===== src/ppm_bit_slicer_assert.svh =====
// assertion helpers shared by the slicer modules
`ifndef PPM_BIT_SLICER_ASSERT_SVH
`define PPM_BIT_SLICER_ASSERT_SVH

// condition holds at every clock edge out of reset
`define PPMS_ASSERT_ALWAYS(label, cond) \
    label: assert property (@(posedge clk) disable iff (!rst_n) (cond)) \
        else $error("invariant violated");

// antecedent in a cycle implies consequent in the next
`define PPMS_ASSERT_NEXT(label, ante, cons) \
    label: assert property (@(posedge clk) disable iff (!rst_n) (ante) |=> (cons)) \
        else $error("next-cycle check failed");

`endif


===== src/ppms_pkg.sv =====
`default_nettype none

package ppms_pkg;

    localparam int SAMPLE_BITS = 16;
    localparam int COUNT_BITS  = 7;
    localparam int STAMP_BITS  = 48;

    localparam logic [COUNT_BITS-1:0] LONG_BITS   = 7'd112;
    localparam logic [COUNT_BITS-1:0] SHORT_BITS  = 7'd56;
    localparam logic [COUNT_BITS-1:0] SPB_RESET   = 7'd8;
    localparam logic [COUNT_BITS-1:0] WEAK_ENERGY = 7'd6;

    // gains in 16-bit fraction: +3 dB, -3 dB, -6 dB
    localparam logic [16:0] GAIN_UP   = 17'd92572;
    localparam logic [15:0] GAIN_DOWN = 16'd46396;
    localparam logic [15:0] GAIN_WEAK = 16'd32847;

    localparam int FIFO_DEPTH = 4;
    localparam int FIFO_AW    = 2;
    localparam int FIFO_CW    = 3;

    typedef enum logic {
        KIND_BIT = 1'b0,
        KIND_END = 1'b1
    } kind_t;

    typedef enum logic [1:0] {
        CONF_HIGH = 2'd0,
        CONF_LOW  = 2'd1,
        CONF_WEAK = 2'd2
    } conf_t;

    typedef enum logic [1:0] {
        CLASS_NONE  = 2'd0,
        CLASS_SHORT = 2'd1,
        CLASS_LONG  = 2'd2
    } class_t;

    typedef struct packed {
        logic [SAMPLE_BITS-1:0] mag;
        logic                   start;
        logic                   lead_edge;
        logic                   end_mark;
        logic [SAMPLE_BITS-1:0] ref_lvl;
        logic [SAMPLE_BITS:0]   upper;
        logic [SAMPLE_BITS-1:0] lower;
        logic [SAMPLE_BITS-1:0] low_lim;
    } sample_t;

    typedef struct packed {
        kind_t                  kind;
        logic [COUNT_BITS-1:0]  pos;
        logic                   value;
        conf_t                  conf;
        class_t                 cls;
        logic [STAMP_BITS-1:0]  stamp;
        logic [SAMPLE_BITS-1:0] ref_lvl;
        logic                   last;
    } result_t;

    typedef struct packed {
        logic [1:0] n;
        result_t    res0;
        result_t    res1;
    } push_t;

endpackage

`default_nettype wire


===== src/ppm_bit_slicer.sv =====
// channel   dir  handshake                      payload
// s_axis    in   s_axis_tvalid/s_axis_tready    tdata: magnitude, ref_level
//                                               tuser: data start, leading edge
//                                               tlast: data end
// m_axis    out  m_axis_tvalid/m_axis_tready    tdata: bit fields, stamp, reference
//                                               tuser: result kind, tlast: last
// cfg       in   cfg_valid/cfg_ready            cfg_data: samples_per_bit
//
// one sample per cycle while the queue has room; a sample goes input register ->
// slicer logic -> 4-entry result queue, so its first result is valid once the
// input register has taken it and the queue has written it
// the input side stalls while the queue has fewer than two free entries; a
// sample that decides a bit and closes the frame gives two results, which
// drain at one per cycle on the output side while m_axis_tready is high
// reset (rst_n low, asynchronous) clears frame state, the sample counter and
// the queue, and sets samples_per_bit to 8; no clearing pass is needed
`default_nettype none

module ppm_bit_slicer
    import ppms_pkg::*;
(
    input  wire logic        clk,
    input  wire logic        rst_n,
    // sample input
    input  wire logic        s_axis_tvalid,
    output logic             s_axis_tready,
    input  wire logic [31:0] s_axis_tdata,  // magnitude[15:0], ref_level[31:16]
    input  wire logic [1:0]  s_axis_tuser,  // is_data_start[0], is_leading_edge[1]
    input  wire logic        s_axis_tlast,  // is_data_end
    // result output
    output logic             m_axis_tvalid,
    input  wire logic        m_axis_tready,
    output logic [79:0]      m_axis_tdata,  // bit_position[6:0], bit_value[7],
                                            // confidence[9:8], frame_class[11:10],
                                            // start_stamp[59:12],
                                            // frame_reference[75:60], zero[79:76]
    output logic             m_axis_tuser,  // result_kind
    output logic             m_axis_tlast,  // last
    // samples_per_bit write
    input  wire logic        cfg_valid,
    output logic             cfg_ready,
    input  wire logic [6:0]  cfg_data
);

    logic                    in_valid_reg, in_valid_next;
    sample_t                 in_item_reg, in_item_next;
    logic [COUNT_BITS-1:0]   spb_reg, spb_next;
    logic                    advance, accept;
    logic                    room2;
    logic [SAMPLE_BITS-1:0]  ref_in;
    logic [2*SAMPLE_BITS:0]  prod_up;
    logic [2*SAMPLE_BITS-1:0] prod_down, prod_weak;
    push_t                   push;
    result_t                 head;

    // the limit products are formed ahead of the input register so the
    // slicer stage only compares
    assign ref_in    = s_axis_tdata[31:16];
    assign prod_up   = (2*SAMPLE_BITS+1)'(ref_in) * (2*SAMPLE_BITS+1)'(GAIN_UP);
    assign prod_down = (2*SAMPLE_BITS)'(ref_in) * (2*SAMPLE_BITS)'(GAIN_DOWN);
    assign prod_weak = (2*SAMPLE_BITS)'(ref_in) * (2*SAMPLE_BITS)'(GAIN_WEAK);

    // the held sample moves on when the queue can take two results
    assign advance       = in_valid_reg && room2;
    assign s_axis_tready = !in_valid_reg || advance;
    assign accept        = s_axis_tvalid && s_axis_tready;
    assign cfg_ready     = 1'b1;

    always_comb
    begin
        in_valid_next = in_valid_reg;
        in_item_next  = in_item_reg;
        spb_next      = spb_reg;
        if (advance)
            in_valid_next = 1'b0;
        if (accept)
        begin
            in_valid_next          = 1'b1;
            in_item_next.mag       = s_axis_tdata[15:0];
            in_item_next.start     = s_axis_tuser[0];
            in_item_next.lead_edge = s_axis_tuser[1];
            in_item_next.end_mark  = s_axis_tlast;
            in_item_next.ref_lvl   = ref_in;
            in_item_next.upper     = prod_up[2*SAMPLE_BITS:SAMPLE_BITS];
            in_item_next.lower     = prod_down[2*SAMPLE_BITS-1:SAMPLE_BITS];
            in_item_next.low_lim   = prod_weak[2*SAMPLE_BITS-1:SAMPLE_BITS];
        end
        if (cfg_valid)
            spb_next = cfg_data;
    end

    // sample payload, no reset
    always_ff @(posedge clk)
    begin
        in_item_reg <= in_item_next;
    end

    always_ff @(posedge clk or negedge rst_n)
    begin
        if (!rst_n)
        begin
            in_valid_reg <= 1'b0;
            spb_reg      <= SPB_RESET;
        end
        else
        begin
            in_valid_reg <= in_valid_next;
            spb_reg      <= spb_next;
        end
    end

    ppms_core u_core (
        .clk             (clk),
        .rst_n           (rst_n),
        .step            (advance),
        .item            (in_item_reg),
        .samples_per_bit (spb_reg),
        .push            (push)
    );

    ppms_fifo u_fifo (
        .clk        (clk),
        .rst_n      (rst_n),
        .push       (push),
        .room2      (room2),
        .head_valid (m_axis_tvalid),
        .head_ready (m_axis_tready),
        .head       (head)
    );

    assign m_axis_tdata = {4'b0000, head.ref_lvl, head.stamp, head.cls, head.conf,
                           head.value, head.pos};
    assign m_axis_tuser = head.kind;
    assign m_axis_tlast = head.last;

endmodule

`default_nettype wire


===== src/ppms_core.sv =====
`default_nettype none
`include "ppm_bit_slicer_assert.svh"

module ppms_core
    import ppms_pkg::*;
(
    input  wire logic                  clk,
    input  wire logic                  rst_n,
    input  wire logic                  step,
    input  wire sample_t               item,
    input  wire logic [COUNT_BITS-1:0] samples_per_bit,
    output push_t                      push
);

    logic                   in_frame_reg, in_frame_next;
    logic                   end_pending_reg, end_pending_next;
    logic [COUNT_BITS-1:0]  phase_reg, phase_next;
    logic [COUNT_BITS-1:0]  f_ok_reg, f_ok_next, f_weak_reg, f_weak_next;
    logic [COUNT_BITS-1:0]  s_ok_reg, s_ok_next, s_weak_reg, s_weak_next;
    logic [COUNT_BITS-1:0]  bits_done_reg, bits_done_next;
    logic [SAMPLE_BITS:0]   upper_reg, upper_next;
    logic [SAMPLE_BITS-1:0] lower_reg, lower_next;
    logic [SAMPLE_BITS-1:0] weak_reg, weak_next;
    logic [SAMPLE_BITS-1:0] held_ref_reg, held_ref_next;
    logic [STAMP_BITS-1:0]  counter_reg, counter_next;
    logic [STAMP_BITS-1:0]  stamp_reg, stamp_next;

    logic [COUNT_BITS-2:0]  chip;
    logic [COUNT_BITS-1:0]  chip_p1;
    logic [COUNT_BITS:0]    ph_p1;
    logic [1:0]             w;
    logic                   ok, weak_hit, decide, close;
    logic signed [COUNT_BITS+1:0] d;
    logic [COUNT_BITS+1:0]  mag_d;
    result_t                bit_res, end_res;

    function automatic logic [COUNT_BITS-1:0] sat_add(
        input logic [COUNT_BITS-1:0] a,
        input logic [1:0]            b
    );
        logic [COUNT_BITS:0] s;
        begin
            s = {1'b0, a} + {{(COUNT_BITS-1){1'b0}}, b};
            sat_add = s[COUNT_BITS] ? {COUNT_BITS{1'b1}} : s[COUNT_BITS-1:0];
        end
    endfunction

    assign chip    = samples_per_bit[COUNT_BITS-1:1];
    assign chip_p1 = {1'b0, chip} + 7'd1;

    always_comb
    begin
        in_frame_next    = in_frame_reg;
        end_pending_next = end_pending_reg;
        phase_next       = phase_reg;
        f_ok_next        = f_ok_reg;
        f_weak_next      = f_weak_reg;
        s_ok_next        = s_ok_reg;
        s_weak_next      = s_weak_reg;
        bits_done_next   = bits_done_reg;
        upper_next       = upper_reg;
        lower_next       = lower_reg;
        weak_next        = weak_reg;
        held_ref_next    = held_ref_reg;
        counter_next     = counter_reg;
        stamp_next       = stamp_reg;
        ph_p1            = '0;
        w                = 2'd1;
        ok               = 1'b0;
        weak_hit         = 1'b0;
        decide           = 1'b0;
        close            = 1'b0;
        d                = '0;
        mag_d            = '0;
        bit_res          = '0;
        end_res          = '0;
        push             = '0;

        if (step)
        begin
            counter_next = counter_reg + 48'd1;

            // frame open
            if (!in_frame_reg && item.start)
            begin
                held_ref_next    = item.ref_lvl;
                upper_next       = item.upper;
                lower_next       = item.lower;
                weak_next        = item.low_lim;
                stamp_next       = counter_reg;
                in_frame_next    = 1'b1;
                phase_next       = '0;
                end_pending_next = 1'b0;
                bits_done_next   = '0;
                f_ok_next        = '0;
                f_weak_next      = '0;
                s_ok_next        = '0;
                s_weak_next      = '0;
            end

            if (in_frame_next)
            begin
                // phase resync, checks chained in order
                if (item.lead_edge)
                begin
                    if (phase_next == 7'd1)
                    begin
                        phase_next  = '0;
                        f_ok_next   = '0;
                        f_weak_next = '0;
                    end
                    if (phase_next == 7'd3)
                        phase_next = 7'd4;
                    if (phase_next == chip_p1)
                    begin
                        phase_next  = {1'b0, chip};
                        s_ok_next   = '0;
                        s_weak_next = '0;
                    end
                    if (phase_next == 7'd7)
                        phase_next = 7'd8;
                end

                // edge samples of a chip weigh one
                ph_p1 = {1'b0, phase_next} + 8'd1;
                if (phase_next == '0 || ph_p1 == {2'b00, chip} ||
                    phase_next == {1'b0, chip} || ph_p1 >= {1'b0, samples_per_bit})
                    w = 2'd1;
                else
                    w = 2'd2;

                ok       = item.mag >= lower_next && {1'b0, item.mag} <= upper_next;
                weak_hit = !ok && item.mag < weak_next;

                if (phase_next < {1'b0, chip})
                begin
                    if (ok)
                        f_ok_next = sat_add(f_ok_next, w);
                    else if (weak_hit)
                        f_weak_next = sat_add(f_weak_next, w);
                end
                else if (phase_next < samples_per_bit)
                begin
                    if (ok)
                        s_ok_next = sat_add(s_ok_next, w);
                    else if (weak_hit)
                        s_weak_next = sat_add(s_weak_next, w);
                end

                phase_next = sat_add(phase_next, 2'd1);
                decide     = phase_next >= samples_per_bit;

                if (decide)
                begin
                    d = $signed({2'b00, f_ok_next}) + $signed({2'b00, s_weak_next})
                      - $signed({2'b00, f_weak_next}) - $signed({2'b00, s_ok_next});
                    mag_d = d[COUNT_BITS+1] ? -d : d;
                    bit_res.kind    = KIND_BIT;
                    bit_res.pos     = bits_done_next;
                    bit_res.stamp   = stamp_next;
                    bit_res.ref_lvl = held_ref_next;
                    if (mag_d >= 9'd2)
                    begin
                        bit_res.conf  = CONF_HIGH;
                        bit_res.value = !d[COUNT_BITS+1];
                    end
                    else if (mag_d == 9'd1)
                    begin
                        bit_res.conf  = CONF_LOW;
                        bit_res.value = !d[COUNT_BITS+1];
                    end
                    else if (s_weak_next >= WEAK_ENERGY)
                        bit_res.conf = CONF_WEAK;
                    else
                        bit_res.conf = CONF_LOW;

                    bits_done_next = sat_add(bits_done_next, 2'd1);
                    phase_next     = '0;
                    f_ok_next      = '0;
                    f_weak_next    = '0;
                    s_ok_next      = '0;
                    s_weak_next    = '0;
                    close = end_pending_next || bits_done_next >= LONG_BITS;
                end

                if (!close && item.end_mark)
                begin
                    if (phase_next == '0)
                        close = 1'b1;
                    else
                        end_pending_next = 1'b1;
                end

                if (close)
                begin
                    end_res.kind    = KIND_END;
                    end_res.pos     = bits_done_next;
                    end_res.stamp   = stamp_next;
                    end_res.ref_lvl = held_ref_next;
                    end_res.last    = 1'b1;
                    if (bits_done_next >= LONG_BITS)
                        end_res.cls = CLASS_LONG;
                    else if (bits_done_next >= SHORT_BITS)
                        end_res.cls = CLASS_SHORT;
                    else
                        end_res.cls = CLASS_NONE;
                    in_frame_next    = 1'b0;
                    end_pending_next = 1'b0;
                    phase_next       = '0;
                    f_ok_next        = '0;
                    f_weak_next      = '0;
                    s_ok_next        = '0;
                    s_weak_next      = '0;
                end

                // pack results in order, first slot first
                if (decide)
                begin
                    bit_res.last = !close;
                    push.res0    = bit_res;
                    push.res1    = end_res;
                    push.n       = close ? 2'd2 : 2'd1;
                end
                else if (close)
                begin
                    push.res0 = end_res;
                    push.n    = 2'd1;
                end
            end
        end
    end

    always_ff @(posedge clk or negedge rst_n)
    begin
        if (!rst_n)
        begin
            in_frame_reg    <= 1'b0;
            end_pending_reg <= 1'b0;
            phase_reg       <= '0;
            f_ok_reg        <= '0;
            f_weak_reg      <= '0;
            s_ok_reg        <= '0;
            s_weak_reg      <= '0;
            bits_done_reg   <= '0;
            upper_reg       <= '0;
            lower_reg       <= '0;
            weak_reg        <= '0;
            held_ref_reg    <= '0;
            counter_reg     <= '0;
            stamp_reg       <= '0;
        end
        else
        begin
            in_frame_reg    <= in_frame_next;
            end_pending_reg <= end_pending_next;
            phase_reg       <= phase_next;
            f_ok_reg        <= f_ok_next;
            f_weak_reg      <= f_weak_next;
            s_ok_reg        <= s_ok_next;
            s_weak_reg      <= s_weak_next;
            bits_done_reg   <= bits_done_next;
            upper_reg       <= upper_next;
            lower_reg       <= lower_next;
            weak_reg        <= weak_next;
            held_ref_reg    <= held_ref_next;
            counter_reg     <= counter_next;
            stamp_reg       <= stamp_next;
        end
    end

    `PPMS_ASSERT_ALWAYS(a_idle_phase, in_frame_reg || phase_reg == '0)
    `PPMS_ASSERT_ALWAYS(a_idle_no_pending, in_frame_reg || !end_pending_reg)
    `PPMS_ASSERT_ALWAYS(a_bits_bounded, bits_done_reg <= LONG_BITS)

endmodule

`default_nettype wire


===== src/ppms_fifo.sv =====
`default_nettype none
`include "ppm_bit_slicer_assert.svh"

module ppms_fifo
    import ppms_pkg::*;
(
    input  wire logic  clk,
    input  wire logic  rst_n,
    input  wire push_t push,
    output logic       room2,
    output logic       head_valid,
    input  wire logic  head_ready,
    output result_t    head
);

    result_t              mem [FIFO_DEPTH];
    logic [FIFO_AW-1:0]   wr_ptr_reg, wr_ptr_next;
    logic [FIFO_AW-1:0]   rd_ptr_reg, rd_ptr_next;
    logic [FIFO_CW-1:0]   count_reg, count_next;
    logic [FIFO_AW-1:0]   wr_ptr_p1;
    logic                 pop;

    assign wr_ptr_p1  = wr_ptr_reg + FIFO_AW'(1);
    assign head_valid = count_reg != '0;
    assign head       = mem[rd_ptr_reg];
    assign pop        = head_valid && head_ready;
    assign room2      = count_reg <= FIFO_CW'(FIFO_DEPTH - 2);

    always_comb
    begin
        wr_ptr_next = wr_ptr_reg + FIFO_AW'(push.n);
        rd_ptr_next = rd_ptr_reg + FIFO_AW'(pop);
        count_next  = count_reg + FIFO_CW'(push.n) - FIFO_CW'(pop);
    end

    always_ff @(posedge clk)
    begin
        if (push.n != 2'd0)
            mem[wr_ptr_reg] <= push.res0;
        if (push.n == 2'd2)
            mem[wr_ptr_p1] <= push.res1;
    end

    always_ff @(posedge clk or negedge rst_n)
    begin
        if (!rst_n)
        begin
            wr_ptr_reg <= '0;
            rd_ptr_reg <= '0;
            count_reg  <= '0;
        end
        else
        begin
            wr_ptr_reg <= wr_ptr_next;
            rd_ptr_reg <= rd_ptr_next;
            count_reg  <= count_next;
        end
    end

    `PPMS_ASSERT_ALWAYS(a_count_bounded, count_reg <= FIFO_CW'(FIFO_DEPTH))
    `PPMS_ASSERT_ALWAYS(a_push_fits, {1'b0, count_reg} + {2'b00, push.n} <= FIFO_DEPTH)
    `PPMS_ASSERT_NEXT(a_pop_only, pop && push.n == 2'd0, count_reg == $past(count_reg) - 3'd1)

endmodule

`default_nettype wire

===== config.mk =====
export PLATFORM = sky130hd
export DESIGN_NAME = ppm_bit_slicer
export DESIGN_NICKNAME = d
export VERILOG_FILES = /design/src/ppms_pkg.sv /design/src/ppm_bit_slicer.sv /design/src/ppms_core.sv /design/src/ppms_fifo.sv
export VERILOG_INCLUDE_DIRS = /design/src /design/src/src
export SDC_FILE = /design/constraint.sdc
export NUM_CORES = 2
export LEC_CHECK = 0
export BUFFER_PORTS_ARGS = -buffer_cell sky130_fd_sc_hd__buf_2
export CORE_UTILIZATION = 45
export CTS_CLUSTER_DIAMETER = 100
export DETAILED_ROUTE_END_ITERATION = 7
export GPL_ROUTABILITY_DRIVEN = 0
export PLACE_DENSITY = 0.69
export SLEW_MARGIN = 20
export SYNTH_ARGS = -nofsm -noshare
export SYNTH_HDL_FRONTEND = slang
export SYNTH_SLANG_ARGS = --single-unit

===== constraint.sdc =====
create_clock -name clk -period 9.1 [get_ports clk]
set_clock_uncertainty 0.05 [all_clocks]
set_input_delay 0.455 -clock clk [delete_from_list [all_inputs] [get_ports clk]]
set_output_delay 0.455 -clock clk [all_outputs]
set_load 0.01 [all_outputs]

==> flow_summary_export.csv <==
group,metric,value,unit
synth,synthCells,3541,
layout,utilization,0.516,
layout,stdcell_area,45000,sq um
pwr,powerDensity,338,nW/um^2
floorplanning,fp.coreArea,87300,sq um
timing,setup_slack,-0.220,ns
setup_path,cp_top_family,"compound AO/OA/AOI/OAI gates",
run_status,outcome,"complete, but fails checks",
drt,vias_per_cell,5.44,
job,max-cap-violations,0,
synth,synth_area_leaders,"edfxtp_1, dfrtp_1, ha_1",
run_status,violations,"setup timing",
pwr,leakage,19.6,nW
setup_path,end_kind,"flop",
clock_tree,path_clk_slew,0.07,ns
layout,largest_reg_flops,312,
synth,synth_edf_count,384,
floorplanning,io_pins,132,
drt,drcViolationCount,0,
synth,yosysTopAreaCell,"edfxtp_1",
grt,grt_first_pass_wirelength,149,mm
synth,ys_warn_count,0,
synth,synth_top_flop_cell,"edfxtp_1",
clock_tree,root_buffer,"clkbuf_16",
drt,drtAntennaViolNets,0,
setup_path,cp-start-kind,"flop",
synth,synth_top_area_share,0.289,
timing,setup_viol,8,
layout,nets,4341,
setup_path,crit_buf_inv,2,
floorplanning,fp.dieH,300,microns
grt,antenna_found_initial,6,
layout,area_growth,13.0,%
synth,synth_seq_cells,616,
clock_tree,cts_max_path_buffers,3,
setup_path,crit_arrival,9.80,ns
clock_tree,htreeDepth,2,
clock_tree,insertion_delay,0.66,ns
floorplanning,die_area,89800,sq um
placement,place_inst,4783,
timing,final_hold_viol_count,0,
grt,grt_pass1_vias,27300,
setup_path,crit_fanout,4,
setup_path,cpPeakStageDelay,0.59,ns
timing,finalCriticalPeriod,9.32,ns
setup_path,slowest_stage,"fa_1",
timing,rsz0062_at_grt,"yes",
setup_path,rr_worst_depth,44,
grt,grt_usage,0.209,
floorplanning,initial_utilization,0.457,
timing,slew_headroom,0.276,
drt,dr.first_iter.drc_count,1990,
clock_tree,numClockSinks,616,
synth,mappedNetlistArea,39900,sq um
setup_path,r2r_slack,-0.22,ns
grt,grt_max_degree,109,
synth,seq_area_frac_synth,0.434,
min_path,hp-start,"cfg_data[5]",
setup_path,path_class,"reg -> reg",
timing,post-route-period-util,1.02,
clock_tree,cts_tree,"yes",
grt,grt_overflow,0,
clock_tree,cts_buffers,60,
placement,place_area,42400,sq um
min_path,hold_depth,3,
setup_path,regToRegEndpoint,"u_fifo.mem[0][67]",
floorplanning,rows,108,
synth,synthTopCellsByCount,"inv_1, edfxtp_1, ha_1",
floorplanning,dieWidth,300,microns
placement,dp_hpwl,65.4,mm
synth,synth_most_common_cell,"inv_1",
pwr,vdd.ir_drop.worst,0.000260,V
drt,firstDrtPassIters,6,
min_path,hp-class,"in -> reg",
layout,layout.cells.non_filler,4938,
layout,drive_above_1_share,0.137,
synth,avgSynthCellArea,11.3,sq um
placement,port_buffers,126,
min_path,min_to,"spb_reg[5]",
drt,vias,26900,
timing,report.final.slew_viol_count,0,
timing,tightest_slew,1.09,ns
setup_path,cp.required,9.58,ns
drt,routed_wl,93.1,mm
synth,synth.distinct_cells,96,
timing,timing.fmax,107,MHz
setup_path,r2r_start,"spb_reg[1]",
drt,wl_per_cell,18.9,microns
synth,async_flop_share,0.357,
-- cells in the final DEF, fill, tap and decap left out, drive strengths merged, types with 20 or more instances in the layout --
| cell type | n |
|---|---|
| nor3 | 39 |
| nand2 | 294 |
| xor2 | 38 |
| nand4 | 27 |
| a21oi | 64 |
| dlygate4sd3 | 25 |
| buf | 229 |
| fa | 191 |
| o21ai | 203 |
| o21a | 24 |
| xnor2 | 95 |
| a21o | 32 |
| mux2i | 119 |
| edfxtp | 384 |
| nor2b | 30 |
| a22o | 22 |
| a31oi | 20 |
| inv | 420 |
| o22ai | 41 |
| nor2 | 368 |
| and3 | 36 |
| clkbuf | 78 |
| ha | 374 |
| mux4 | 78 |
| clkinv | 28 |
| nand3 | 71 |
| dfrtp | 219 |
-- tightest hold or removal path, stage by stage --
cell     delay [ns]
buf_2          0.07
nand2_1        0.05
o21ai_0        0.09
-- routing by layer --
| metal | GRT usage | vias up | share of wire |
|---|---|---|---|
| met3 | 0.0256 | 144 | 0.047 |
| met5 | 0 | - | 0.00058 |
| met4 | 0.0536 | 8 | 0.024 |
| met1 | 0.279 | 13300 | 0.43 |
| li1 | - | 12700 | - |
| met2 | 0.361 | 667 | 0.50 |
-- how the worst max path moves through the flow --
| stage | endpoint | startpoint | cells past startpoint |
|---|---|---|---|
| floorplan | u_fifo.mem[0][67] | spb_reg[3] | 45 |
| global placement | u_fifo.mem[0][67] | u_core.phase_reg[6] | 44 |
| detailed placement | u_fifo.mem[0][67] | u_core.phase_reg[6] | 43 |
| CTS | u_fifo.mem[2][67] | spb_reg[1] | 44 |
| global route | u_fifo.mem[3][67] | spb_reg[2] | 44 |
| finish | u_fifo.mem[0][67] | spb_reg[1] | 44 |
-- what timing repair did --
item / CTS / global route
pin swaps: 31 / 17
cloned: 0 / 0
hold buffers: 25 / 0
setup endpoints to repair: 12 / 12
hold endpoints to repair: 130 / 0
setup buffers: 6 / 8
gates resized for setup: 25 / 23
-- through the flow --
step	setup WS, ns	setup TNS [ns]	hold slack [ns]	power (W)
CTS	-0.0278	-0.0278	0.0165	0.0152
detailed placement	-0.190	-0.964	0.409	0.0124
global placement	-0.0468	-0.131	0.403	0.0122
floorplan	0.00293	0	0.109	0.00996
global route	-0.679	-6.41	0.0433	0.0164
finish	-0.220	-1.23	0.0392	0.0152
-- cell type report --
cell class                      instances  area [sq um]
Antenna cell                            2          5.00
Clock buffer                           78          1620
Clock inverter                         36           400
Fill cell                            7594         42200
Inverter                              420          1580
Multi-Input combinational cell       2377         20900
Sequential cell                       616         17300
Tap cell                             1155          1450
Timing Repair Buffer                  254          1800
-- power by group --
group,switching (W),internal (W),total (W)
sequential,0.000323,0.00362,0.00395
combinational,0.00502,0.00373,0.00876
clock,0.00109,0.00143,0.00252
-- cells by family after synthesis --
group | share of synthesized area
and+or+nand+nor | 0.105
DFF | 0.434
adders and majority gates | 0.214
buffers and inverters | 0.0544
AOI/OAI and AO/OA | 0.0857
muxes | 0.0772
xor gates and xnor gates | 0.0300
other | 0.000188
Power figures use the tool's default switching activity.
